## src/rtl/core/bml_pkg.sv

```systemverilog
// Shared constants, types and result records for the 3x3 binary morphology block.
package bml_pkg;

  localparam int MAX_WIDTH  = 4096;
  localparam int MAX_HEIGHT = 4096;

  localparam int COL_W   = $clog2(MAX_WIDTH);
  localparam int ROW_W   = $clog2(MAX_HEIGHT);
  localparam int COORD_W = 12;
  localparam int PIX_W   = 8;
  localparam int CODE_W  = 9;
  localparam int CNT_W   = 25;

  localparam int TBL_REGS  = 8;
  localparam int TBL_IDX_W = $clog2(TBL_REGS);
  localparam int TBL_W     = 64;
  localparam int TBL_BIT_W = $clog2(TBL_W);

  localparam logic [COL_W-1:0]  COL_MAX   = COL_W'(MAX_WIDTH - 1);
  localparam logic [ROW_W-1:0]  ROW_MAX   = ROW_W'(MAX_HEIGHT - 1);
  localparam logic [CNT_W-1:0]  CNT_MAX   = CNT_W'(1 << 24);
  localparam logic [CODE_W-1:0] KEEP_MASK = 9'h0DB;
  localparam logic [PIX_W-1:0]  VALUE_ON  = 8'd255;
  localparam logic [PIX_W-1:0]  VALUE_OFF = 8'd0;

  localparam int SLOTS = 3;

  typedef struct packed {
    logic [COORD_W-1:0] out_row;
    logic [COORD_W-1:0] out_col;
    logic [PIX_W-1:0]   out_value;
    logic               changed;
    logic               matched;
    logic [CNT_W-1:0]   changed_total;
    logic               run_last;
    logic               frame_last;
  } res_t;

  typedef struct packed {
    logic [SLOTS-1:0]      mask;
    res_t [SLOTS-1:0]      slot;
  } bundle_t;

endpackage

```

## src/rtl/core/bml_lut.sv

```systemverilog
// Configurable 512-entry lookup table held in eight 64-bit registers.
module bml_lut (
  input  logic                          clk,
  input  logic                          rst,
  input  logic                          cfg_en,
  input  logic [bml_pkg::TBL_IDX_W-1:0] cfg_index,
  input  logic [bml_pkg::TBL_W-1:0]     cfg_data,
  input  logic [bml_pkg::CODE_W-1:0]    code,
  output logic                          hit
);
  import bml_pkg::*;

  logic [TBL_W-1:0] table_bits [TBL_REGS];

  always_ff @(posedge clk) begin
    if (rst) begin
      for (int i = 0; i < TBL_REGS; i++) begin
        table_bits[i] <= '0;
      end
    end else if (cfg_en) begin
      table_bits[cfg_index] <= cfg_data;
    end
  end

  assign hit = table_bits[code[CODE_W-1:TBL_BIT_W]][code[TBL_BIT_W-1:0]];

endmodule

```

## config.mk

```make
export PLATFORM = sky130hd
export DESIGN_NAME = bml_lut
export DESIGN_NICKNAME = d
export VERILOG_FILES = /design/src/rtl/core/bml_pkg.sv /design/src/rtl/core/bml_lut.sv
export SDC_FILE = /design/constraint.sdc
export NUM_CORES = 1
export LEC_CHECK = 0
export BUFFER_PORTS_ARGS = -buffer_cell sky130_fd_sc_hd__buf_2
export CORE_MARGIN = 2
export CORE_UTILIZATION = 58
export CTS_BUF_LIST = sky130_fd_sc_hd__clkbuf_4
export DETAILED_ROUTE_END_ITERATION = 12
export GPL_ROUTABILITY_DRIVEN = 0
export GPL_TIMING_DRIVEN = 0
export PLACE_DENSITY = 0.78
export SLEW_MARGIN = 40
export SYNTH_ARGS = -nofsm -noshare
export SYNTH_HDL_FRONTEND = slang
export SYNTH_SLANG_ARGS = --single-unit
export TNS_END_PERCENT = 1
```

## constraint.sdc

```tcl
create_clock -name clk -period 2.38 [get_ports clk]
set_input_delay 0.238 -clock clk [delete_from_list [all_inputs] [get_ports clk]]
set_output_delay 0.238 -clock clk [all_outputs]
set_load 0.05 [all_outputs]
```

### Word-level counts from Yosys, hierarchy flattened

Memory sizes are Yosys's and may differ from the RTL's.
Cells that the tools add are included.

* flip-flop bits (word level): 0
* RAM bits: 512
* input port bits: 79
* word-level logic and storage cells: 13
* memories: 1

Memories
* table_bits: depth 8, width 64, read ports 1, clocked after memory_dff 0, wr ports 8, line bml_lut.sv:13 `logic [TBL_W-1:0] table_bits [TBL_REGS];`

* order comparisons: 1
* muxes and demuxes: 10
* reductions and logical operators: 1

Operators with widths (count)
* $mux W64: 1
* $reduce_or A64 Y1: 1
* $lt A6 B7 Y1 const B: 1
* $mux W1: 7
* $bmux W1 S6: 1
* $mux W3: 1

### Logic depth before layout (Yosys ltp)

* word-level depth: 5
* mapped depth: 11

### Worst setup path before layout

No wires, ideal clock.

* path type: input to output
* start: input port code[7] (netlist name)
* end: output port hit
* arrival time: 2530 ps
* data required time: 2142 ps
* slack: -388 ps
* cell stages on the path: 9
* path buffers: 2
* path through: buf_2 -> nand2b_4 -> buf_6 -> o221ai_1 -> o22ai_1 -> o21ai_0 -> a21oi_1 -> or4b_1 -> o2111ai_1

* cells in the longest elaborated chain, start to end: 3

Ends and longest elaborated chain
* start: declaration: line bml_lut.sv:8 `input logic [bml_pkg::CODE_W-1:0] code,`
* $mem_v2 Z8 W64
* $bmux W1 S6: line bml_lut.sv:25 `assign hit = table_bits[code[CODE_W-1:TBL_BIT_W]][code[TBL_BIT_W-1:0]];`
* $mux W1 (implied by the code): line bml_lut.sv:25
* end: declaration: line bml_lut.sv:9 `output logic hit`

No other way between the ends. The select of a mux whose other input is x is not followed.

### Worst setup path after layout

Same ends and word-level chain as after synthesis.

==> metrics <==
Post-Synth Adder-Cell Area=0%; hold crit path type=primary input to flop; worst path bufs/invs=4; Initial Util=roughly 60%; Pleak=0.0101 uW; Ports=80; Synth Area in XOR/XNOR=0%; outcome=complete, but fails checks; port buffer count=74; TritonCTS Buffers=132; multiplexer share of the synthesized area=roughly 12%; layout cells sized above 1=21.5%; Min Hold Slack=between 0.03 and 0.04 ns; Yosys top cell by area=edfxtp_1; count leader, synth=and2_1; Die Ht=206 um; crit path capture type=output pin; total of max-cap violations=0; delay-heaviest family, CP=buffers and inverters; sequential area share after synthesis=65.1%; fin crit share=145%; Setup crit start=code[7]; Residual DRC=0; pwr/cell area=approximately 740 nW/um^2; WL final=around 66000 um; main combinational cell family by area after synthesis=simple AND/OR/NAND/NOR gates; Synth Area in Compound Gates=4.71%; Syn Nets=1619; CP required=2.14 ns; Core Area=40000 um^2; H-tree depth=4; CP Class=primary input to output pin; detailed-route via count=15200; Worst Slack Setup Final=-1.07 ns; CTS tree=done; slowest CP cell=clkbuf_1; CP dominant cell by count=buf_6; Synth Area in Simple Gates=14.9%; DR vias/cell=about 6.2; commonest cells in the netlist=514 x and2_1, 512 x edfxtp_1, 116 x mux2i_1, 69 x clkbuf_1, 56 x mux4_2; CP peak stage delay=0.72 ns; maximum clock rate=0.290 GHz; site row count=73; max-slew violations=0; initial DRC count=2057; Synth Instances=1540; post-DP HPWL=between 40000 and 50000 um; Startpoint Class=primary input; DR pass1 iterations=5; final hold vios=0; vias in the first global route=~16000; Setup crit end=hit; Multi-input gate area=7550 um^2; WP depth=11; Die Area=~42000 um^2; synthesis-stage register bit count=512; global-route wire length before repair=96900 um; failing checks=setup timing; gr usage total=between 30% and 40%; Max clock buf depth=3; Largest Register=table_bits; post-synthesis cell type count=50; post-synth top area share=65.1%; fillers=about 2700; clock slew at reported path FFs=0.06 ns; DR WL/cell=approximately 27 um; Setup-failing EPs final=1; flip-flop count of the largest register after layout=between 500 and 600; fin nets=~1900; Synth warnings=0; GRT Residual Overflow=0; Worst Path Arrival=3.21 ns; clock sink count=512; final core utilization=between 60 and 70%; Tightest Pin Transition=0.965 ns; cell chain of the critical path=buf_2 > nand2b_4 > buf_6 > clkbuf_1 > o221ai_1 > o22ai_1 > o21ai_0 > and3_1 > a31oi_4 > o2111ai_4 > buf_6; Area growth syn-to-layout=16.5%; Mapped Avg Cell Area=15.3 um^2; asr flop ratio synth=0%; antenna violations before repair=2; synth top area cells=edfxtp_1 65%, and2_1 14%, mux4_2 5.3%, mux2i_1 4.9%, o221ai_1 1.9%; setup TNS=-1.07 ns; largest net degree at the start of global routing=32; RSZ-0062 raised after global routing=true; Root Buffer Master=clkbuf_4; Post-synth EDFFs=512; Slew HR=35.7%; Main synth FF type=edfxtp_1; Worst Path Max Fanout=10; top flop regs=table_bits: 512 flops; clock period minus worst slack=between 3 and 4 ns; Seq. cell area=15400 um^2; synthesized cell area=between 20000 and 25000 um^2; die width=roughly 210 um; worst vdd ir=450 uV; Detail Route Antenna Nets=0
-- where the power goes --
part / leakage [uW] / switching [uW] / internal (uW)
registers: 0.00491 / 147 / 10500
clock network: 0.000989 / 3550 / 4320
logic: 0.00424 / 1140 / 767
-- layout make-up --
| class | count | area share (%) |
|---|---|---|
| clock buffers | 178 | 4.86 |
| plain buffers | 112 | 2.80 |
| well taps | 525 | 2.39 |
| diodes | 5 | 0.0455 |
| repair buffers | 157 | 5.12 |
| multi-input cells | 911 | 27.5 |
| inverters | 5 | 0.0682 |
| clock inverters | 41 | 1.39 |
| flip-flops and latches | 512 | 55.9 |
-- worst min path at each step --
stage | startpoint | to | slack (ns) | depth (start not counted)
after floorplan | cfg_data[0] | table_bits[0][0] | 0.44 | 1
after global placement | cfg_data[46] | table_bits[2][46] | 0.59 | 2
after detailed placement | cfg_data[29] | table_bits[5][29] | 0.60 | 2
after CTS | rst | table_bits[4][16] | 0.01 | 2
after global routing | rst | table_bits[4][16] | 0.04 | 2
final | rst | table_bits[4][16] | 0.03 | 2
-- metrics by stage --
stage	total power, uW	setup slack, ns	area (um^2)	instances
after floorplan	11800	0.00214	23600	1540
after global placement	12400	-1.64	24700	2139
after detailed placement	12600	-1.28	25100	2156
after CTS	20400	-1.01	27500	2441
after global routing	21000	-1.05	27500	2443
final	20400	-1.07	27500	2446
-- cells by family after synthesis --
| logic type | after synthesis |
|---|---|
| flops | 512 |
| simple gates | 570 |
| buf+inv | 117 |
| mux | 188 |
| compound gates | 153 |
-- per-layer routing --
metal  part of all wire [%]  up-vias  wire, um  GRT usage [%]
li1                       -     6463         -              -
met1                     37     7468     24400           41.8
met2                     48     1066     31800           52.5
met3                     11      202      7490           7.43
met4                    4.1        0      2690           14.7
met5                      0        -         0              0
-- repair_timing --
action | 4_1_cts | 5_1_grt
resized for setup | 10 | 5
setup buffers | 0 | 0
hold endpoints to repair | 520 | 0
hold buffers | 66 | 0
setup endpoints to repair | 1 | 1
pin swaps | 3 | 1
-- cell usage in the layout (no fill, tap or decap), types with 5 or more instances in the layout --
cell type | Yosys | routed
and2_1 | 514 | 514
edfxtp_1 | 512 | 512
clkbuf_4 | 3 | 181
mux2i_1 | 116 | 116
buf_2 | 8 | 82
dlygate4sd3_1 | 1 | 67
clkbuf_1 | 69 | 60
mux4_2 | 56 | 56
o221ai_1 | 52 | 52
a21oi_1 | 35 | 34
clkinv_1 | 1 | 27
o22ai_1 | 23 | 23
buf_12 | 8 | 21
nor2_1 | 19 | 19
mux4_1 | 16 | 16
o21ai_0 | 14 | 14
buf_6 | 11 | 12
clkbuf_2 | 0 | 9
or2_4 | 0 | 8
bufinv_16 | 0 | 8
o211ai_1 | 7 | 7
diode_2 | 0 | 5
nor3_1 | 5 | 5
Note: power is estimated with default switching activity, not from simulation.
