File: config.mk
export PLATFORM = sky130hd
export DESIGN_NAME = bml_out
export DESIGN_NICKNAME = d
export VERILOG_FILES = /design/src/rtl/core/bml_pkg.sv /design/src/rtl/core/bml_out.sv
export SDC_FILE = /design/constraint.sdc
export NUM_CORES = 1
export LEC_CHECK = 0
export BUFFER_PORTS_ARGS = -buffer_cell sky130_fd_sc_hd__buf_2
export CAP_MARGIN = 30
export CORE_MARGIN = 2
export CORE_UTILIZATION = 30
export CTS_CLUSTER_DIAMETER = 60
export DETAILED_ROUTE_END_ITERATION = 10
export PLACE_DENSITY = 0.53
export SLEW_MARGIN = 40
export SYNTH_ARGS = -nofsm -noshare
export SYNTH_HDL_FRONTEND = slang
export SYNTH_SLANG_ARGS = --single-unit
File: constraint.sdc
create_clock -name clk -period 13.4 [get_ports clk]
set_input_delay 1.34 -clock clk [delete_from_list [all_inputs] [get_ports clk]]
set_output_delay 1.34 -clock clk [all_outputs]
set_load 0.05 [all_outputs]
File: src/rtl/core/bml_pkg.sv
// Shared constants, types and result records for the 3x3 binary morphology block.
package bml_pkg;

  localparam int MAX_WIDTH  = 4096;
  localparam int MAX_HEIGHT = 4096;

  localparam int COL_W   = $clog2(MAX_WIDTH);
  localparam int ROW_W   = $clog2(MAX_HEIGHT);
  localparam int COORD_W = 12;
  localparam int PIX_W   = 8;
  localparam int CODE_W  = 9;
  localparam int CNT_W   = 25;

  localparam int TBL_REGS  = 8;
  localparam int TBL_IDX_W = $clog2(TBL_REGS);
  localparam int TBL_W     = 64;
  localparam int TBL_BIT_W = $clog2(TBL_W);

  localparam logic [COL_W-1:0]  COL_MAX   = COL_W'(MAX_WIDTH - 1);
  localparam logic [ROW_W-1:0]  ROW_MAX   = ROW_W'(MAX_HEIGHT - 1);
  localparam logic [CNT_W-1:0]  CNT_MAX   = CNT_W'(1 << 24);
  localparam logic [CODE_W-1:0] KEEP_MASK = 9'h0DB;
  localparam logic [PIX_W-1:0]  VALUE_ON  = 8'd255;
  localparam logic [PIX_W-1:0]  VALUE_OFF = 8'd0;

  localparam int SLOTS = 3;

  typedef struct packed {
    logic [COORD_W-1:0] out_row;
    logic [COORD_W-1:0] out_col;
    logic [PIX_W-1:0]   out_value;
    logic               changed;
    logic               matched;
    logic [CNT_W-1:0]   changed_total;
    logic               run_last;
    logic               frame_last;
  } res_t;

  typedef struct packed {
    logic [SLOTS-1:0]      mask;
    res_t [SLOTS-1:0]      slot;
  } bundle_t;

endpackage

File: src/rtl/core/bml_out.sv
// Holds the pending results of one pixel and feeds them through the output register.
module bml_out (
  input  logic             clk,
  input  logic             rst,
  input  logic             accept,
  input  bml_pkg::bundle_t bundle,
  output logic             free,
  output logic             out_valid,
  input  logic             out_ready,
  output bml_pkg::res_t    out_data
);
  import bml_pkg::*;

  logic [SLOTS-1:0] pend_mask;
  res_t [SLOTS-1:0] pend_slot;

  logic [SLOTS-1:0] pend_mask_next;
  res_t [SLOTS-1:0] pend_slot_next;
  logic [SLOTS-1:0] src_mask;
  res_t [SLOTS-1:0] src_slot;
  res_t             head;
  logic             out_free;
  logic             pend_single;
  logic             move;

  assign out_free    = !out_valid || out_ready;
  assign pend_single = (pend_mask != '0) && ((pend_mask & (pend_mask - SLOTS'(1))) == '0);
  assign free        = (pend_mask == '0) || (pend_single && out_free);

  // The head result comes from the pending set if any remain, else from the new pixel.
  assign src_mask = (pend_mask != '0) ? pend_mask : bundle.mask;
  assign src_slot = (pend_mask != '0) ? pend_slot : bundle.slot;
  assign move     = out_free && ((pend_mask != '0) || (accept && (bundle.mask != '0)));

  always_comb begin
    if (src_mask[0]) begin
      head = src_slot[0];
    end else if (src_mask[1]) begin
      head = src_slot[1];
    end else begin
      head = src_slot[2];
    end
  end

  always_comb begin
    pend_mask_next = pend_mask;
    pend_slot_next = pend_slot;
    if (pend_mask != '0) begin
      if (accept) begin
        pend_mask_next = bundle.mask;
        pend_slot_next = bundle.slot;
      end else if (move) begin
        pend_mask_next = pend_mask & (pend_mask - SLOTS'(1));
      end
    end else if (accept) begin
      pend_slot_next = bundle.slot;
      pend_mask_next = move ? (bundle.mask & (bundle.mask - SLOTS'(1))) : bundle.mask;
    end
  end

  always_ff @(posedge clk) begin
    if (rst) begin
      pend_mask <= '0;
      out_valid <= 1'b0;
    end else begin
      pend_mask <= pend_mask_next;
      if (move) begin
        out_valid <= 1'b1;
      end else if (out_ready) begin
        out_valid <= 1'b0;
      end
    end
  end

  always_ff @(posedge clk) begin
    pend_slot <= pend_slot_next;
    if (move) begin
      out_data <= head;
    end
  end

endmodule

# [After elaboration in Yosys (flattened, before gate mapping)]
# Index checks and enable logic that the tools add are counted.
[op_classes] n_reduce_logical=16 mux=11 n_addsub=2 n_bitwise=2
[op_table] operator="183-bit two-way mux" count=1
[op_table] operator="61-bit two-way mux" count=2
[op_table] operator="3-bit two-way mux" count=5
[op_table] operator="3-bit AND" count=2
[op_table] operator="3-bit logical NOT" count=2
[op_table] operator="2-bit nonzero test" count=3
[op_table] operator="3-bit nonzero test" count=2
[op_table] operator="3-bit by 1-bit subtractor with 3-bit output, second input constant" count=2
[op_table] operator="1-bit logical AND" count=4
[op_table] operator="1-bit logical OR" count=3
[op_table] operator="1-bit two-way mux" count=2
[op_table] operator="2-bit two-way mux" count=1
[op_table] operator="2-bit AND reduction" count=1
[op_table] operator="1-bit logical NOT" count=1
[totals] input_bits=190 register_bits=248

# [Longest topological paths before layout]
# Gate-level depths: netlist of the first run.
[depth] depth_word=7 mapped_depth=7 ltp_nobuf=3

# [Worst setup path after synthesis of the first run]
# OpenSTA, ideal clock, no wires.
[synth_path] path_kind="input port to flip-flop" start="in bundle[184] in the netlist's numbering" end="reg out_data[0] in the netlist's numbering, enable pin" required_ns=12.900 stages=5 setup_slack_ns=7.954 arrival_ns=4.946 setup_ns=0.500 cell_sequence="buf_2 buf_2 buf_4 o31ai_1 a21oi_1"
[synth_via] elab_chain_cells=4
[synth_rtl] element="from (decl)" line="bml_out.sv:6" rtl="input bml_pkg::bundle_t bundle,"
[synth_rtl] element="3-bit nonzero test" line="bml_out.sv:33" rtl="assign move = out_free && ((pend_mask != '0) || (accept && (bundle.mask != '0)));"
[synth_rtl] element="1-bit logical AND" line="bml_out.sv:33"
[synth_rtl] element="1-bit logical OR" line="bml_out.sv:33"
[synth_rtl] element="1-bit logical AND" line="bml_out.sv:33"
[synth_rtl] element="named net move" line="bml_out.sv:24" rtl="logic move;"
[synth_rtl] element="to (signal assigned)" line="bml_out.sv:78" rtl="out_data <= head;"
[synth_rtl] element="to (decl)" line="bml_out.sv:10" rtl="output bml_pkg::res_t out_data"
# The timed path passes the listed nets, and every way through them passes these cells.
# A chain may end at the register's enable or synchronous reset.

# [Worst setup path in the final report of the first run]
[layout_path] start="reg pend_mask[0]" end="out free"
[layout_via] elab_chain_cells=6
[layout_rtl] element="from (decl)" line="bml_out.sv:14" rtl="logic [SLOTS-1:0] pend_mask;"
[layout_rtl] element="from (signal assigned)" line="bml_out.sv:66" rtl="pend_mask <= pend_mask_next;"
[layout_rtl] element="3-bit by 1-bit subtractor with 3-bit output" line="bml_out.sv:27" rtl="assign pend_single = (pend_mask != '0) && ((pend_mask & (pend_mask - SLOTS'(1))) == '0);"
[layout_rtl] element="3-bit AND" line="bml_out.sv:27"
[layout_rtl] element="3-bit logical NOT" line="bml_out.sv:27"
[layout_rtl] element="1-bit logical AND" line="bml_out.sv:27"
[layout_rtl] element="1-bit logical AND" line="bml_out.sv:28" rtl="assign free = (pend_mask == '0) || (pend_single && out_free);"
[layout_rtl] element="1-bit logical OR (*)" line="bml_out.sv:28"
[layout_rtl] element="to (decl)" line="bml_out.sv:7" rtl="output logic free,"
# Every way passes the cells marked *; elsewhere a longest branch is shown, timed or not.

==> results of run 1 <==
## routing by layer
layer / vias to the layer above / wire, microns
met5: - / 13
met4: 2 / 587
met3: 44 / 2090
met2: 272 / 15900
met1: 4096 / 15200
li1: 3855 / -
## path summary, 6_finish.rpt
path                 start            to  slack (ps)  cells after the start
max           pend_mask[0]          free        9380                      5
min          pend_slot[55]  out_data[55]         610                      3
max reg2reg   pend_mask[2]  out_data[21]       10660                      5
min reg2reg  pend_slot[55]  out_data[55]         610                      3
## cells in the mapped netlist, types with 3 or more instances
cell / n / area (sq um)
inv_1: 5 / 18.8
buf_1: 6 / 22.5
mux2_2: 7 / 78.8
buf_6: 3 / 33.8
or4_1: 45 / 338
nand2b_1: 46 / 288
a21oi_1: 92 / 460
nand2_1: 16 / 60.1
edfxtp_1: 244 / 7330
dfxtp_1: 4 / 80.1
buf_2: 20 / 100
clkbuf_1: 51 / 191
o22ai_2: 10 / 125
o31ai_1: 46 / 345
o21ai_0: 48 / 240
a31oi_1: 77 / 482
and2_1: 60 / 375
o22ai_1: 5 / 31.3
o21bai_1: 45 / 338
buf_4: 5 / 37.5
mux2_1: 8 / 90.1
nor2_1: 3 / 11.3
## per-stage QoR
step	total power [mW]	area (sq um)	util, %	hold WS [ps]	std cells
3_5_place_dp	1.41	12900	35.2	611	1520
6_report	2.28	14000	38.2	614	1581
5_1_grt	2.37	14000	38.2	639	1579
3_3_place_gp	1.40	12800	34.9	603	1516
2_1_floorplan	1.26	11300	-	589	870
4_1_cts	2.32	14000	38.2	608	1578
## worst reg2reg max path, cell delays in order, from the launching register on
cell	delay, ps
dfxtp_4	660
buf_12	300
nor3_4	150
buf_8	200
a21oi_4	450
buf_4	590
## logic make-up (layout without fill, tap and decap cells)
family | after synthesis | in the layout
adder cells (fa/ha/maj) | 1 | 1
buffers and inverters | 91 | 331
multiplexers | 16 | 16
flip-flops | 248 | 248
AND/OR/NAND/NOR | 185 | 185
AO/OA/AOI/OAI | 329 | 329
other | 0 | 3
## final cells by class
type,instances,area [sq um]
Antenna cell,3,7.51
Tap cell,468,586
Clock inverter,16,160
Multi-Input combinational cell,531,3460
Timing Repair Buffer,267,1440
Clock buffer,42,945
Fill cell,3638,22700
Sequential cell,248,7420
Inverter,6,27.5
## state kept, by name (all words and copies together), names as in the netlist
signal	flops
pend_mask	3
out_valid	1
out_data	61
pend_slot	183
## report_power, final
| part | total [mW] | switching, mW | internal (mW) | leakage (nW) |
|---|---|---|---|---|
| registers | 0.986 | 0.0305 | 0.956 | 2.42 |
| logic | 0.398 | 0.285 | 0.114 | 2.35 |
| clock network | 0.896 | 0.339 | 0.557 | 0.540 |
| total | 2.28 | 0.654 | 1.63 | 5.31 |
==> impl_metrics.toml, run 1 <==
[setup_path]
slowest_stage = "dfxtp_4"
cp_cell_sequence = "buf_6, inv_4, nand3_1, o21ai_0, buf_2"
worstSetupEndpointType = "output pin"
arrival_ps = 2680
cp_data_required_time_ps = 12060
worstSetupPathType = "register to output pin"
worst-path-buf-inv = 3
critical_path.top_delay_family = "buffers and inverters"
max_stage_delay_ps = 660
path_max_fanout = 99
cp-start-kind = "register"

[route]
via_count = 8269
wire_per_inst_microns = 21.4
drt-total-wl_microns = 33800
drtIter0Drc = 520
drc_errors = 0
ant_nets = 0
vias_per_cell = 5.23
drtPass1Iterations = 5

[logic_synthesis]
yosys.area_share.simple_pct = 10.5
synth.net_count = 1060
netlist-cell-type-count = 41
synth.avg_cell_area_sq_um = 12.9
yosys_warnings = 0
synth-compound-area-share_pct = 18.4
synthArstFlopShare_pct = 0
syn-cell-area_sq_um = 11300
syn_inst = 870
muxShareOfSynthArea_pct = 1.59
synth_edf_count = 244
synth_top_family_by_area = "compound AO/OA/AOI/OAI gates"
yosysSeqAreaShare_pct = 65.8
ys.flop_type = "edfxtp_1"
synth-seq-cells = 248
synth_xor_area_share_pct = 0
synthAdderAreaFrac_pct = 0.0889

[placement]
gp_congestion = 0.741
hpwl_microns = 20300
place_ws_ps = 9610
port_buffers = 252

[floorplanning]
ios = 253
dieArea_sq_um = 39100
start_util_pct = 30.6
dieWidth_microns = 198
core_region_area_sq_um = 36800
fp.dieH_microns = 198
rows = 70

[clock_network]
cts_resized = 0
cts_buffer_depth = 3
clk_latency_ps = 520
numCtsBuffers = 34
cts-hold-fix-buffers = 0
cts-root-buf = "clkbuf_16"
cts_num_sinks = 248
cts.clk_slew.worst_paths_ps = 60
cts_tree = "done"
postCtsSetupRepairBufs = 0
htreeDepth = 2

[pwr]
leakage_nw = 5.31
powerDensity_nw_per_um2 = 162
vdd_ir_drop_max_v = 0.0000973

[worst_hold_path]
worst_hold_path_type = "register to register"

[timing]
max_freq_mhz = 249
fin_crit_ps = 4020
fin_crit_sh_pct = 30.0
fin_skew_ps = 17.4
max-slew-margin-rel_pct = 48.0
final-max-slew-violation-count = 0
finalHoldViolCount = 0
layout_setup_ws_ps = 9380
rsz0062_at_grt = "false"
worst_pin_slew_ps = 780
setup_viol_count_final = 0
tns_ps = 0

[layout]
final_nets = 1278
final_cell_mix = "buf_2, edfxtp_1, a21oi_1"
area_growth_pct = 24.7
layout.cells.most_common = "buf_2"
drive_gt1_share_pct = 30.9

[global_route]
grt-ovfl-total = 0
grt_pass1_vias = 8177
grtUsageTotal_pct = 17.0
grt_most_used_layer = "met2"
use_met2_pct = 27.4
grtUsageMet3_pct = 3.08
grt_max_degree = 100
grt_antenna_before_repair = 3
grt_first_pass_wirelength_microns = 50100
grtUsageMet1_pct = 23.2

[outcome]
run_status = "finished clean"

[run]
cap_viol_max_count = 0
Power figures use the tool's default switching activity.
==> run 2, diff against run 1 <==
--- a/config.mk
+++ b/config.mk
@@ -5,13 +5,14 @@
 export SDC_FILE = /design/constraint.sdc
 export NUM_CORES = 1
 export LEC_CHECK = 0
+export ABC_AREA = 1
 export BUFFER_PORTS_ARGS = -buffer_cell sky130_fd_sc_hd__buf_2
 export CAP_MARGIN = 30
 export CORE_MARGIN = 2
 export CORE_UTILIZATION = 30
 export CTS_CLUSTER_DIAMETER = 60
 export DETAILED_ROUTE_END_ITERATION = 10
-export PLACE_DENSITY = 0.53
+export PLACE_DENSITY = 0.54
 export SLEW_MARGIN = 40
 export SYNTH_ARGS = -nofsm -noshare
 export SYNTH_HDL_FRONTEND = slang
==> constraint.sdc (replaced) <==
create_clock -name clk -period 3.7 [get_ports clk]
set_input_delay 0.37 -clock clk [delete_from_list [all_inputs] [get_ports clk]]
set_output_delay 0.37 -clock clk [all_outputs]
set_load 0.05 [all_outputs]
==> impl_metrics.toml, run 2 <==
[outcome]
run_status = "finished clean"

[setup_path]
cp-start-kind = "register"
arrival_ps = 2380
worstSetupPathType = "register to output pin"
worstSetupEndpointType = "output pin"
path_max_fanout = 101
max_stage_delay_ps = 550
worst-path-buf-inv = 2
cp_cell_sequence = "nor2_2, nand2_8, buf_6, o21ai_0, buf_2"
critical_path.top_delay_family = "buffers and inverters"
cp_data_required_time_ps = 3330
slowest_stage = "buf_6"

[logic_synthesis]
yosys_warnings = 0
synth.net_count = 1230
yosysMostFrequentCell = "nand2_1"
yosysTopAreaCellShare_pct = 67.6
synthTopCellsByArea = "edfxtp_1, nand2_1, nand3_1"
ys.flop_type = "edfxtp_1"
synth-seq-cells = 248
yosysSeqAreaShare_pct = 68.3
synthArstFlopShare_pct = 0
syn-cell-area_sq_um = 10800
synth_edf_count = 244
synth.avg_cell_area_sq_um = 10.4
syn_inst = 1040
synth_top_cell_by_area = "edfxtp_1"
synthTopCellsByCount = "nand2_1, edfxtp_1, nand3_1"
netlist-cell-type-count = 17

[floorplanning]
start_util_pct = 30.5
dieArea_sq_um = 37700
fp.dieH_microns = 194
rows = 69
core_region_area_sq_um = 35600
dieWidth_microns = 194
ios = 253

[timing]
final-max-slew-violation-count = 0
fin_crit_sh_pct = 74.4
finalHoldViolCount = 0
fin_crit_ps = 2750
rsz0062_at_grt = "false"
setup_viol_count_final = 0
fin_skew_ps = 24.6
worst_pin_slew_ps = 801
tns_ps = 0
max_freq_mhz = 363
max-slew-margin-rel_pct = 46.6

[layout]
fill_cells = 3481
final_nets = 1562
layout.cells.most_common = "nand2_1"
final_cell_mix = "nand2_1, buf_2, edfxtp_1"
drive_gt1_share_pct = 23.4
area_growth_pct = 35.5
final_util_pct = 41.3
largest_reg_flops = 183
regMostFlops = "pend_slot"
top_regs = "pend_slot x183, out_data x61, pend_mask x3"

[placement]
gp_congestion = 0.774
port_buffers = 252
hpwl_microns = 18900

[global_route]
grt_antenna_before_repair = 4
grt_max_degree = 122
grtUsageTotal_pct = 16.8
grt-ovfl-total = 0
grt_first_pass_wirelength_microns = 49500
grt_pass1_vias = 8571

[route]
drc_errors = 0
drtIter0Drc = 541
drtPass1Iterations = 5
vias_per_cell = 4.70
ant_nets = 0
via_count = 8770
drt-total-wl_microns = 32300
wire_per_inst_microns = 17.3

[pwr]
leakage_nw = 6.18
vdd_ir_drop_max_v = 0.000426
power_mw = 10.4
powerDensity_nw_per_um2 = 709

[worst_hold_path]
worst_hold_path_type = "input port to register"

[clock_network]
clk_latency_ps = 540
postCtsSetupRepairBufs = 0
cts.clk_slew.worst_paths_ps = 60
cts_buffer_depth = 3
cts_num_sinks = 248
numCtsBuffers = 36
cts_tree = "done"
cts-root-buf = "clkbuf_16"
htreeDepth = 2

[run]
cap_viol_max_count = 0
[run 2: cell types whose count changed in the layout (fill, tap and decap cells not counted), sizes merged, moves of 15 or more]
cell / change
a21oi: -86
a31oi: -76
and2: -60
dlygate4sd3: +95
mux2: -15
nand2: +308
nand2b: -46
nand3: +185
nor2: +122
o21ai: +20
o21bai: -45
o22ai: -15
o31ai: -46
or4: -45
[run 2: repair_timing]
action | 4_1_cts | 5_1_grt
hold buffers | 95 | 0
resized for setup | 0 | 0
endpoints found under the hold margin | 95 | 0
[run 2: metal layers]
| layer | GRT usage [%] | share of wire, % | vias up |
|---|---|---|---|
| li1 | - | - | 4267 |
| met2 | 26.7 | 47 | 284 |
| met1 | 22.1 | 43 | 4156 |
| met3 | 4.63 | 7.1 | 59 |
| met4 | 5.72 | 2.4 | 4 |
| met5 | 0 | 0.084 | - |
[run 2: where the power goes]
part	internal, mW	leakage, nW	switching [mW]	total (mW)
Sequential	3.66	2.43	0.121	3.78
Clock	2.11	0.577	1.33	3.44
Combinational	0.808	3.17	2.38	3.19
Total	6.57	6.18	3.84	10.4
[run 2: cell families after synthesis]
| logic type | Yosys count | synth area share [%] |
|---|---|---|
| simple gates | 636 | 24.3 |
| compound gates | 76 | 3.64 |
| buf+inv | 80 | 3.75 |
| flops | 248 | 68.3 |
[run 2: layout make-up]
class / instances / area [sq um] / share of cell area [%]
antenna: 4 / 10.0 / 0.0681
clock buffer: 44 / 973 / 6.63
clock inverter: 22 / 223 / 1.52
inverter: 14 / 55.1 / 0.375
multi-input combinational: 712 / 3070 / 20.9
sequential: 248 / 7410 / 50.4
tap: 461 / 577 / 3.93
timing repair buffer: 360 / 2380 / 16.2
[run 2: stage by stage]
step | cell area (sq um) | setup WS, ps | std cells | hold slack, ps
CTS | 14700 | 914 | 1861 | 0.310
global placement | 12500 | 1300 | 1700 | 534
global route | 14700 | 812 | 1862 | 0.795
finish | 14700 | 947 | 1865 | 25.7
detailed placement | 12500 | 1420 | 1700 | 537
floorplan | 10800 | 775 | 1040 | 439
[run 2: path summary, 6_finish.rpt]
check | startpoint | to | slack (ps) | cells after the start
worst min register to register | pend_slot[58] | out_data[58] | 550 | 2
worst max-delay path | pend_mask[1] | free | 950 | 5
worst max register to register | pend_mask[1] | out_data[27] | 1450 | 8
worst min-delay path | bundle[18] | pend_slot[18] | 30 | 1
