`config.mk`:
```
export PLATFORM = sky130hd
export DESIGN_NAME = bml_window
export DESIGN_NICKNAME = d
export VERILOG_FILES = /design/src/rtl/core/bml_pkg.sv /design/src/rtl/core/bml_window.sv
export SDC_FILE = /design/constraint.sdc
export NUM_CORES = 1
export LEC_CHECK = 0
export BUFFER_PORTS_ARGS = -buffer_cell sky130_fd_sc_hd__buf_2
export CAP_MARGIN = 20
export CORE_ASPECT_RATIO = 0.5
export CORE_MARGIN = 1
export CORE_UTILIZATION = 35
export DETAILED_ROUTE_END_ITERATION = 10
export GPL_TIMING_DRIVEN = 1
export SYNTH_ARGS = -nofsm -noshare
export SYNTH_HDL_FRONTEND = slang
export SYNTH_SLANG_ARGS = --single-unit
```
`constraint.sdc`:
```
create_clock -name clk -period 4.3 [get_ports clk]
set_input_delay 0.645 -clock clk [delete_from_list [all_inputs] [get_ports clk]]
set_output_delay 0.645 -clock clk [all_outputs]
set_load 0.03 [all_outputs]
```
`src/rtl/core/bml_pkg.sv`:
```
// Shared constants, types and result records for the 3x3 binary morphology block.
package bml_pkg;

  localparam int MAX_WIDTH  = 4096;
  localparam int MAX_HEIGHT = 4096;

  localparam int COL_W   = $clog2(MAX_WIDTH);
  localparam int ROW_W   = $clog2(MAX_HEIGHT);
  localparam int COORD_W = 12;
  localparam int PIX_W   = 8;
  localparam int CODE_W  = 9;
  localparam int CNT_W   = 25;

  localparam int TBL_REGS  = 8;
  localparam int TBL_IDX_W = $clog2(TBL_REGS);
  localparam int TBL_W     = 64;
  localparam int TBL_BIT_W = $clog2(TBL_W);

  localparam logic [COL_W-1:0]  COL_MAX   = COL_W'(MAX_WIDTH - 1);
  localparam logic [ROW_W-1:0]  ROW_MAX   = ROW_W'(MAX_HEIGHT - 1);
  localparam logic [CNT_W-1:0]  CNT_MAX   = CNT_W'(1 << 24);
  localparam logic [CODE_W-1:0] KEEP_MASK = 9'h0DB;
  localparam logic [PIX_W-1:0]  VALUE_ON  = 8'd255;
  localparam logic [PIX_W-1:0]  VALUE_OFF = 8'd0;

  localparam int SLOTS = 3;

  typedef struct packed {
    logic [COORD_W-1:0] out_row;
    logic [COORD_W-1:0] out_col;
    logic [PIX_W-1:0]   out_value;
    logic               changed;
    logic               matched;
    logic [CNT_W-1:0]   changed_total;
    logic               run_last;
    logic               frame_last;
  } res_t;

  typedef struct packed {
    logic [SLOTS-1:0]      mask;
    res_t [SLOTS-1:0]      slot;
  } bundle_t;

endpackage

```
`src/rtl/core/bml_window.sv`:
```
// Window, coordinate and change counters; builds the results of one accepted pixel.
module bml_window (
  input  logic                       clk,
  input  logic                       rst,
  input  logic                       accept,
  input  logic                       pix_bit,
  input  logic                       row_end,
  input  logic                       final_row,
  input  logic [1:0]                 line_rd,
  input  logic                       hit,
  output logic [bml_pkg::CODE_W-1:0] code,
  output logic                       line_we,
  output logic [bml_pkg::COL_W-1:0]  line_waddr,
  output logic [1:0]                 line_wdata,
  output logic [bml_pkg::COL_W-1:0]  line_raddr,
  output bml_pkg::bundle_t           bundle
);
  import bml_pkg::*;

  logic [CODE_W-1:0] window_bits;
  logic [ROW_W-1:0]  row_count;
  logic [COL_W-1:0]  col_count;
  logic [CNT_W-1:0]  changed_count;

  logic [CODE_W-1:0] window_next;
  logic [ROW_W-1:0]  row_count_next;
  logic [COL_W-1:0]  col_count_next;
  logic [CNT_W-1:0]  changed_count_next;
  logic [CNT_W-1:0]  cnt_new;
  logic              top;
  logic              mid;
  logic              interior;
  logic              chg;
  logic              mat;
  logic              frame_end;
  logic [ROW_W-1:0]  row_prev;
  logic [COL_W-1:0]  col_prev;

  assign top = line_rd[1];
  assign mid = line_rd[0];

  assign window_next = ((window_bits >> 1) & KEEP_MASK) | (CODE_W'(top) << 2)
                     | (CODE_W'(mid) << 5) | (CODE_W'(pix_bit) << 8);
  assign code = window_next;

  assign interior = (row_count >= ROW_W'(2)) && (col_count >= COL_W'(2));
  assign chg      = interior && (hit != window_next[4]);
  assign mat      = interior && hit;
  assign cnt_new  = (chg && (changed_count < CNT_MAX)) ? changed_count + CNT_W'(1)
                                                       : changed_count;
  assign frame_end = final_row && row_end;
  assign row_prev  = row_count - ROW_W'(1);
  assign col_prev  = col_count - COL_W'(1);

  always_comb begin
    bundle.mask[0] = (row_count != '0) && (col_count != '0);
    bundle.mask[1] = (row_count != '0) && row_end;
    bundle.mask[2] = final_row;

    bundle.slot[0].out_row       = COORD_W'(row_prev);
    bundle.slot[0].out_col       = COORD_W'(col_prev);
    bundle.slot[0].out_value     = mat ? VALUE_ON : VALUE_OFF;
    bundle.slot[0].changed       = chg;
    bundle.slot[0].matched       = mat;
    bundle.slot[0].changed_total = cnt_new;
    bundle.slot[0].run_last      = !row_end && !final_row;
    bundle.slot[0].frame_last    = 1'b0;

    bundle.slot[1].out_row       = COORD_W'(row_prev);
    bundle.slot[1].out_col       = COORD_W'(col_count);
    bundle.slot[1].out_value     = VALUE_OFF;
    bundle.slot[1].changed       = 1'b0;
    bundle.slot[1].matched       = 1'b0;
    bundle.slot[1].changed_total = cnt_new;
    bundle.slot[1].run_last      = !final_row;
    bundle.slot[1].frame_last    = 1'b0;

    bundle.slot[2].out_row       = COORD_W'(row_count);
    bundle.slot[2].out_col       = COORD_W'(col_count);
    bundle.slot[2].out_value     = VALUE_OFF;
    bundle.slot[2].changed       = 1'b0;
    bundle.slot[2].matched       = 1'b0;
    bundle.slot[2].changed_total = cnt_new;
    bundle.slot[2].run_last      = 1'b1;
    bundle.slot[2].frame_last    = frame_end;
  end

  always_comb begin
    if (frame_end) begin
      row_count_next     = '0;
      col_count_next     = '0;
      changed_count_next = '0;
    end else if (row_end) begin
      col_count_next     = '0;
      row_count_next     = (row_count == ROW_MAX) ? ROW_MAX : row_count + ROW_W'(1);
      changed_count_next = cnt_new;
    end else begin
      col_count_next     = (col_count == COL_MAX) ? COL_MAX : col_count + COL_W'(1);
      row_count_next     = row_count;
      changed_count_next = cnt_new;
    end
  end

  assign line_we    = accept;
  assign line_waddr = col_count;
  assign line_wdata = {mid, pix_bit};
  assign line_raddr = accept ? col_count_next : col_count;

  always_ff @(posedge clk) begin
    if (rst) begin
      window_bits   <= '0;
      row_count     <= '0;
      col_count     <= '0;
      changed_count <= '0;
    end else if (accept) begin
      window_bits   <= frame_end ? '0 : window_next;
      row_count     <= row_count_next;
      col_count     <= col_count_next;
      changed_count <= changed_count_next;
    end
  end

endmodule

```
======== Word-level counts from Yosys, hierarchy flattened ========
Index checks and enable logic that the tools add are counted.
operators by class
  $add $sub $neg .......................... 5
  $lt $le $gt $ge ......................... 3
  equal/unequal tests ..................... 3
  mux-type cells .......................... 11
  bitwise operators ....................... 3
  reductions and logical operators ........ 14
operators with widths
  kind                                                                                  count
  12-bit two-way mux                                                                    7
  25-bit two-way mux                                                                    2
  25-bit by 1-bit adder with 25-bit output, second input constant                       1
  25-bit less-than comparator, second input constant                                    1
  12-bit by 1-bit adder with 12-bit output, second input constant                       2
  12-bit equality test, second input constant                                           2
  12-bit by 2-bit greater-or-equal comparator with 1-bit output, second input constant  2
  12-bit nonzero test                                                                   2
  12-bit by 1-bit subtractor with 12-bit output, second input constant                  2
  9-bit two-way mux                                                                     1
  8-bit by 9-bit OR with 9-bit output                                                   1
  1-bit logical AND                                                                     8
  8-bit two-way mux                                                                     1
  8-bit by 3-bit OR with 8-bit output                                                   1
  8-bit by 6-bit OR with 8-bit output                                                   1
  1-bit zero test                                                                       2
  2-bit AND reduction                                                                   1
  2-bit nonzero test                                                                    1
  1-bit inequality test                                                                 1
word-level totals
  flip-flop bits (word level) ............. 58
  output and inout port bits .............. 222

======== Logic depth before layout (Yosys ltp) ========
Gate-level depths: netlist of run 1.
  word-level depth ........................ 8
  gate-level depth with buffers ........... 10
  depth with buffers taken out ............ 7

======== Worst setup path after synthesis of run 1 ========
OpenSTA, ideal clock, no wires.
  path kind ............................... register -> output
  start ................................... register row_count[0]
  end ..................................... output bundle[135] (netlist bit)
  arrival ................................. 2.840 ns
  data required time ...................... 3.655 ns
  slack ................................... 0.815 ns
  cell stages (with the launch flop) ...... 9
  cell sequence ........................... dfxtp_1 > inv_1 > ha_1 > nor2_1 > and4_1 > or4_1 > clkbuf_1 > xnor2_1 > buf_4
RTL lines
  element                   line               RTL
  start: declaration        bml_window.sv:21   logic [ROW_W-1:0] row_count;
  start signal: assignment  bml_window.sv:117  row_count <= row_count_next;
  end: declaration          bml_window.sv:16   output bml_pkg::bundle_t bundle

==> metrics, run 1 <==
cts repair resizes 0; cell chosen for the clock root clkbuf_16; First DRT Iteration DRCs 360; vias in the first global route 3,873; initial antenna violation count 0; peak supply drop around 0.00013 V; clock latency on the worst-skew pair around 300 ps; final wirelength ~13,000 um; fin area 5250 um^2; TritonCTS Buffers 5; cell mode on critical path buf_4; fin crit share about four fifths; Max Used Layer met4; relative slew slack 47.8%; crit start category flip-flop; Placer Congestion roughly 0.87; # IOs ~230; Hold Crit Class reg -> reg; synth top area cells dfxtp_1, buf_4, xnor2_1; logic gate share of total power a little under a fifth; ys flop type dfxtp_1; measured slew at the worst slew-check pin 776 ps; share of cells above drive strength 1 33.5%; minimum clock period approximately 3500 ps; Syn Area/Cell around 7.5 um^2; Final Util 38.7%; Final HPWL DP 9730 um; Yosys warnings 0; post-CTS setup buffers 0; Yosys top cell area share ~23%; Static Leak roughly 2.6 nW; synth unique cells 59; switching fraction of total power 32.8%; crit end category output pin; Top Family by Delay on Critical Path simple AND/OR/NAND/NOR gates; H-tree levels 2; mean routed wirelength per cell about 14 um; clock share of power a little over a third; CP cell instances nor3_1 > nand4_1 > buf_4 > nand3_1 > buf_4 > nor2_1 > xor2_1 > buf_2; Nets roughly 740; most common cell in the synthesized netlist buf_4; Clock Pin Slew Worst Setup and Hold Paths 70 ps; die width about 170 um; Hold-fix buffers, CTS 0; area leader, netlist dfxtp_1; Seq pwr share 44.8%; final setup TNS 0 ps; core area approximately 14,000 um^2; number of flops mapped to enable cells by yosys 0; net switching power between 0.0003 and 0.0004 W; area grow syn2layout 7.61%; grt ovf 0; Initial Util 35.9%; vias about 4,600; Final ANT Viol Nets 0; Worst EP required 3650 ps; Worst path max stage delay around 580 ps; metal3 WL between 800 and 900 um; CTS tree yes; Slew Viols, Final 0; max cap viols 0; Setup Skew 3.66 ps; num rows 30; CTS Sinks 55; met2 WL slightly below 6000 um; Crit path buffers/inverters 3; cell at the slowest stage of the critical path nor3_1; drt via density slightly above 5; First-pass DRT Iterations 5; antenna cells 0; Final setup violation count 0; ys async rst share 0%; FMAX ~290 MHz; CP arrival roughly 2800 ps; Syn Inst Count ~650; Die H roughly 86 um; DP Area 5110 um^2; status finished, final reports clean; Internal Power slightly below 0.0008 W; clk buf depth 2; largest net degree at the start of global routing 31; IO Port Bufs 207; sequential area share after synthesis a little under a quarter; Post-Route M1 WL between 6000 and 7000 um; first-pass GRT wire length just over 20,000 um; DRC 0; synthesized cell area approximately 5000 um^2; Crit Path Max Fanout 13; Final Hold Viols 0; most frequent cells after synthesis buf_4, dfxtp_1, nand2_1; Setup Crit Path Kind reg -> out; Die ar. roughly 14,000 um^2; RSZ-0062 raised after global routing no; Synth Register Bits 55; Pwr per Cell Area approximately 220 nW/um^2; GRT Util Overall 17.6%
-- metal layers --
metal	vias up	track usage, %
met5	-	0
met4	0	4.26
met3	14	3.55
met2	181	28.2
met1	2143	24.4
li1	2252	-
-- power groups by stage --
stage	combinational, W	sequential [W]	clock, W
6_report	0.000220	0.000517	0.000418
5_1_grt	0.000235	0.000518	0.000446
4_1_cts	0.000221	0.000517	0.000424
3_5_place_dp	0.000220	0.000529	0
3_3_place_gp	0.000218	0.000529	0
2_1_floorplan	0.000189	0.000535	0
-- final timing paths --
path / from / to / slack [ps] / cells past startpoint
max: line_waddr[6] / bundle[134] / 820 / 8
min: window_bits[7] / window_bits[7] / 470 / 2
max reg2reg: line_waddr[0] / changed_count[2] / 1860 / 9
min reg2reg: window_bits[7] / window_bits[7] / 470 / 2
-- state kept, by name, summed over array words and instances (netlist names) --
name / cells
changed_count: 25
line_waddr: 12
window_bits: 6
row_count: 12
-- layout make-up --
cell class,instances,area (um^2)
Clock buffer,5,125
Timing Repair Buffer,214,1090
Clock inverter,3,15.0
Inverter,20,75.1
Tap cell,192,240
Sequential cell,55,1100
Fill cell,1470,8330
Multi-Input combinational cell,422,2610
-- cells in the final DEF, fill, tap and decap left out, types with 4 or more instances in the layout --
master,netlist,layout
and2_1,6,6
nor2_1,40,40
ha_1,9,9
buf_4,131,7
or2_2,4,4
buf_2,17,207
dfxtp_1,55,55
a31oi_1,17,17
a211oi_1,7,7
xor2_1,22,22
a41oi_1,6,6
nor2b_1,5,5
or4_1,7,7
or3_1,6,6
nor3_1,27,27
nand2b_1,5,5
inv_1,20,20
xnor2_1,23,23
o211ai_1,4,4
conb_1,2,23
and3_1,14,14
a21oi_1,31,31
nor4_1,13,13
nand3_1,30,30
and4_1,6,6
nand2_1,48,48
o21ai_0,14,14
clkbuf_16,0,5
nand4_1,17,17
-- through the flow --
stage | hold slack (ps) | worst slack (ps) | instances | power [W]
final | 467 | 822 | 911 | 0.00116
after CTS | 471 | 810 | 911 | 0.00116
after floorplan | 439 | 815 | 668 | 0.000723
after detailed placement | 459 | 1130 | 903 | 0.000749
after global placement | 451 | 1170 | 903 | 0.000747
after global routing | 498 | 568 | 911 | 0.00120
-- kinds of logic (layout without fill, tap and decap cells) --
family | after synthesis | after routing | share of synthesized area (%)
xor+xnor | 45 | 45 | 8.07
compound gates | 99 | 99 | 13.1
buf+inv | 191 | 242 | 25.6
fa+ha+maj | 9 | 9 | 2.31
flops | 55 | 55 | 22.6
other cells | 2 | 23 | 0.154
mux | 1 | 1 | 0.205
simple gates | 245 | 245 | 28.0
-- worst register-to-register path, cell delays in order (launching register included) --
cell,delay [ps]
dfxtp_1,410
inv_1,180
ha_1,170
nor2_1,50
nand4_1,110
buf_4,200
nand3_1,320
buf_4,300
or4_1,460
a31oi_1,170
Power figures use the tool's default switching activity.
==> run 2: changes to the inputs <==
--- a/config.mk
+++ b/config.mk
@@ -5,6 +5,7 @@
 export SDC_FILE = /design/constraint.sdc
 export NUM_CORES = 1
 export LEC_CHECK = 0
+export ABC_AREA = 1
 export BUFFER_PORTS_ARGS = -buffer_cell sky130_fd_sc_hd__buf_2
 export CAP_MARGIN = 20
 export CORE_ASPECT_RATIO = 0.5
==> constraint.sdc (replaced) <==
create_clock -name clk -period 3.3 [get_ports clk]
set_input_delay 0.495 -clock clk [delete_from_list [all_inputs] [get_ports clk]]
set_output_delay 0.495 -clock clk [all_outputs]
set_load 0.03 [all_outputs]
==> run 2 against run 1 <==
  * Sequential power up 30%
  * Power up 28%
  * Register-to-register slack lost 710 ps
  * Combinational power increased by 16%
  * Clock power is 32% higher
  * Synthesized cell count increased by 21%
  * Sequential cell count is the same
  * Clock skew increased by 1.8 ps
  * Utilization is 1.2 points higher
  * Non-clock buffer count decreased by 3
  * Largest power group unchanged
  * Routed wire length down 1.7%
  * Synthesized area increased by 4.3%
==> metrics, run 2 <==
status finished, final reports clean; # IOs 231; Final ANT Viol Nets 0; grt ovf 0; clock latency on the worst-skew pair 300 ps; reg-to-reg slack, setup roughly 1200 ps; DRC 0; area grow syn2layout 8.65%; final wirelength about 13,000 um; fin crit share between 80% and 90%; Die ar. 15,100 um^2; TritonCTS Buffers 5; die width roughly 170 um; cell at the slowest stage of the critical path dfxtp_1; minimum clock period a little under 3000 ps; area leader, netlist dfxtp_1; Placer Congestion around 0.87; Hold-fix buffers, CTS 0; share of cells above drive strength 1 between 30% and 40%; number of flops mapped to enable cells by yosys 0; First-pass DRT Iterations 4; Setup crit start line_waddr[1]; Die H 87.3 um; max cap viols 0; Setup Skew ~5.4 ps; Final HPWL DP ~10000 um; peak supply drop about 0.00017 V; max FFs per register 25; RSZ-0062 raised after global routing no; most common cell after layout, fill and taps aside nand2_1; CTS Sinks 55; ys flop type dfxtp_1; synthesized cell area roughly 5100 um^2; Setup Crit Path Kind reg -> out; most frequent cells after synthesis nand2_1, buf_4, dfxtp_1, nor2_1, inv_1; largest net degree at the start of global routing 45; Worst Setup EP line_raddr[2]; cell mode on critical path nand2_1; Slew Viols, Final 0; synth top area cells dfxtp_1, buf_4, nand2_1; num rows 30; Syn Area/Cell ~6.5 um^2; most common cell in the synthesized netlist nand2_1; Pwr per Cell Area 268 nW/um^2; first-pass GRT wire length 20,000 um; Yosys top cell area share between 20% and 30%; mean routed wirelength per cell roughly 12 um; met2 WL slightly below 6000 um; metal3 WL just under 500 um; relative slew slack ~43%; Hold Crit Class in -> reg; fill count approximately 1,500; HP Start line_rd[1]; Yosys warnings 0; post-CTS setup buffers 0; Worst EP required 2800 ps; cts repair resizes 0; clk buf depth 2; crit start category flip-flop; measured slew at the worst slew-check pin roughly 850 ps; Syn Inst Count about 800; Post-Route M1 WL about 6500 um; Post-Place Cells around 1,100; IO Port Bufs between 200 and 250; Initial Util a little under two fifths; Largest Register changed_count; Worst path max stage delay 510 ps; sequential area share after synthesis 21.6%; CTS tree yes; Max Used Layer met4; final setup TNS 0 ps; core area roughly 14,000 um^2; CP cell instances ha_1 > nand3_2 > nor2_4 > nand2_2 > nor2_2 > nand3_2 > nor2_4 > inv_2 > nand2_1 > nand2_1 > nand2_1 > buf_2; vias in the first global route a little under 4,000; Synth Register Bits 55; H-tree levels 2; Layout Cells excl Fill 1,065; CP arrival between 2000 and 2500 ps; Clock Pin Slew Worst Setup and Hold Paths ~80 ps; Final setup violation count 0; Reg2Reg Depth 11; ys async rst share 0%; commonest non-fill, non-tap cells in the layout nand2_1, buf_2, dfxtp_1; drt via density 4.45; initial antenna violation count 0; FMAX about 340 MHz; cell chosen for the clock root clkbuf_16; synth unique cells 37; reg2reg start row_count[0]; crit end category output pin; Crit Path Max Fanout 9; vias 4,738; Final Hold Viols 0; Static Leak about 2.7 nW; GRT Util Overall 16.5%; First DRT Iteration DRCs 232; Nets ~900; antenna cells 0; reg2reg end changed_count[14]
## run 2: changes by cell type after synthesis, moves of 13 or more
cell     change
nand2_1    +206
a31oi_1     -17
nor4_1      -13
nor2_1      +15
nor3_1      -20
and3_1      -13
nand4_1     -13
inv_1       +31
o21ai_2     +22
a21oi_1     +15
xnor2_1     -16
## run 2: per-stage QoR
step / power [W] / setup WS [ps] / hold WS, ps / instance area (um^2) / util, %
final: 0.00148 / 381 / 446 / 5530 / 39.8
after global routing: 0.00155 / 155 / 465 / 5530 / 39.8
after CTS: 0.00151 / 346 / 438 / 5530 / 39.8
after detailed placement: 0.000946 / 695 / 458 / 5390 / 38.8
after global placement: 0.000944 / 742 / 452 / 5390 / 38.8
after floorplan: 0.000917 / 214 / 484 / 5170 / -
## run 2: routing by layer
metal / vias up / GRT usage [%]
met2: 113 / 27.6
met5: - / 0
met4: 0 / 3.33
met1: 2131 / 22.2
met3: 5 / 2.92
li1: 2489 / -
## run 2: worst max-delay path: cells and delay by family, from the launching register on
kind / cells / cell delay [ps]
buffers and inverters: 2 / 290
flip-flops: 1 / 510
adder cells (fa/ha/maj): 1 / 270
AND/OR/NAND/NOR: 9 / 1040
## run 2: cells by family (layout without fill, tap and decap cells)
logic type,Yosys count,after routing,synth area share [%]
simple gates,374,374,31.1
xor+xnor,38,38,6.54
other cells,2,23,0.147
fa+ha+maj,9,9,2.21
flops,55,55,21.6
compound gates,100,100,12.7
buf+inv,208,274,25.7
## run 2: how the worst min path moves through the flow
stage | end | cells after the start
final | window_bits[2] | 3
after global routing | window_bits[2] | 3
after CTS | window_bits[2] | 3
after detailed placement | window_bits[1] | 2
after global placement | window_bits[1] | 2
after floorplan | changed_count[23] | 2
## run 2: area by class of cell
type	count	area [um^2]	area share [%]
Sequential cell	55	1100	19.9
Timing Repair Buffer	211	1080	19.5
Multi-Input combinational cell	544	2760	49.9
Clock buffer	5	125	2.26
Clock inverter	3	18.8	0.339
Tap cell	192	240	4.34
Inverter	55	206	3.73
## run 2: power breakdown
| group | internal, W | leakage [nW] | switching [W] |
|---|---|---|---|
| Clock | 0.000283 | 0.0740 | 0.000270 |
| Combinational | 0.0000516 | 2.22 | 0.000204 |
| Sequential | 0.000667 | 0.444 | 0.00000525 |
==> run 3: changes to the inputs <==
--- a/config.mk
+++ b/config.mk
@@ -5,7 +5,7 @@
 export SDC_FILE = /design/constraint.sdc
 export NUM_CORES = 1
 export LEC_CHECK = 0
-export ABC_AREA = 1
+export ABC_AREA = 0
 export BUFFER_PORTS_ARGS = -buffer_cell sky130_fd_sc_hd__buf_2
 export CAP_MARGIN = 20
 export CORE_ASPECT_RATIO = 0.5
==> run 3 against run 2 <==
  * First-iteration DRC count fell by 25%
  * Critical endpoint is now bundle[24]
  * Largest power group unchanged
  * Routed wire length rose by 2.5%
  * Critical path type unchanged
  * Power rose by 2.2%
==> metrics, run 3 (same netlist as run 1, synthesis figures left out) <==
Static Leak 2.65 nW; Initial Util 35.9%; Die H roughly 86 um; Nets roughly 740; Crit Path Max Fanout 8; Hold Crit Class reg -> reg; Final Hold Viols 0; Slew Viols, Final 0; area grow syn2layout 9.66%; antenna cells 0; minimum clock period 3070 ps; CP cell instances ha_1 > nand4_1 > nor4_1 > nand4_1 > xnor2_1 > buf_2; crit start category flip-flop; metal3 WL 706 um; CTS tree yes; DP Area 5180 um^2; First-pass DRT Iterations 4; most common cell after layout, fill and taps aside buf_2; crit end category output pin; H-tree levels 2; Post-Route M1 WL approximately 6300 um; Final setup violation count 0; largest net degree at the start of global routing 31; vias in the first global route between 3,000 and 4,000; fin crit share 93.1%; CTS Sinks 55; Max Used Layer met4; FMAX 325 MHz; IO Port Bufs 207; mean routed wirelength per cell roughly 14 um; max cap viols 0; Clock Pin Slew Worst Setup and Hold Paths ~80 ps; CP arrival approximately 2600 ps; measured slew at the worst slew-check pin just under 900 ps; TritonCTS Buffers 5; Worst path max stage delay 490 ps; First DRT Iteration DRCs ~170; num rows 30; relative slew slack 41.7%; Setup Crit Path Kind reg -> out; max FFs per register 25; # IOs 231; first-pass GRT wire length between 20,000 and 25,000 um; clk buf depth 2; fin area 5350 um^2; Worst EP required roughly 2800 ps; cell mode on critical path nand4_1; Pwr per Cell Area ~280 nW/um^2; cell at the slowest stage of the critical path nor4_1; core area roughly 14,000 um^2; met2 WL between 6000 and 7000 um; RSZ-0062 raised after global routing no; clock latency on the worst-skew pair 300 ps; share of cells above drive strength 1 between 30% and 40%; Final HPWL DP slightly below 10,000 um; grt ovf 0; status finished, final reports clean; final wirelength 13,300 um; post-CTS setup buffers 0; peak supply drop 0.000161 V; Largest Register changed_count; die width approximately 170 um; final setup TNS 0 ps; drt via density 5.01; commonest non-fill, non-tap cells in the layout buf_2, dfxtp_1, nand2_1; Final ANT Viol Nets 0; Final Util between 30% and 40%; initial antenna violation count 0; vias ~4,600; Tot Pwr 0.00151 W; DRC 0; Hold-fix buffers, CTS 0; Placer Congestion 0.818; GRT Util Overall ~18%; Setup Skew around 7.4 ps; cell chosen for the clock root clkbuf_16; Die ar. 14,500 um^2
## run 3: cell count changes in the layout (fill, tap and decap cells not counted), sizes merged, moves of 8 or more
cell,delta
xor2,-9
nand2,-211
buf,+11
and3,+14
nor4,+17
o21ai,-25
nor3,+20
nand4,+15
or4,+8
xnor2,+16
nor2,-28
a21oi,-23
inv,-36
a31oi,+17
## run 3: final cells by class
type / instances / area [um^2]
multi-input combinational: 422 / 2650
tap: 192 / 240
clock inverter: 2 / 12.5
sequential: 55 / 1100
timing repair buffer: 222 / 1150
inverter: 20 / 75.1
fill: 1444 / 8230
clock buffer: 6 / 129
## run 3: through the flow
| stage | hold slack, ps | setup slack (ps) | cells |
|---|---|---|---|
| finish | 468 | 226 | 919 |
| global route | 483 | 6.66 | 919 |
| CTS | 470 | 16.2 | 919 |
| detailed placement | 458 | 355 | 911 |
| global placement | 450 | 422 | 911 |
| floorplan | 439 | -34.5 | 668 |
## run 3: worst paths after layout
kind | cells past startpoint | from | slack, ps | to
max reg2reg | 6 | row_count[1] | 1030 | row_count[5]
max | 6 | changed_count[0] | 230 | bundle[24]
min | 2 | window_bits[7] | 470 | window_bits[7]
min reg2reg | 2 | window_bits[7] | 470 | window_bits[7]
## run 3: routing by layer
layer	global-route usage, %	vias to the layer above
met5	0	-
met4	3.85	0
met3	3.23	14
met2	28.8	165
met1	25.1	2157
li1	-	2264
## run 3: report_power, final
part	total [W]	internal, W	leakage (nW)	switching, W
Combinational	0.000291	0.0000679	2.14	0.000223
Sequential	0.000674	0.000667	0.444	0.00000636
Clock	0.000550	0.000282	0.0669	0.000268
Total	0.00151	0.00102	2.65	0.000497
## run 3: repair_timing
item / 4_1_cts / 5_1_grt
endpoints found under the setup margin: 0 / 42
hold endpoints to repair: 0 / 0
resized for setup: 0 / 6
## run 3: worst max-delay path: cells and delay by family, from the launching register on
| family | cells | cell delay [ps] |
|---|---|---|
| adder cells (fa/ha/maj) | 1 | 270 |
| XOR/XNOR | 1 | 260 |
| buffers and inverters | 1 | 240 |
| AND/OR/NAND/NOR | 3 | 1080 |
| flip-flops | 1 | 430 |
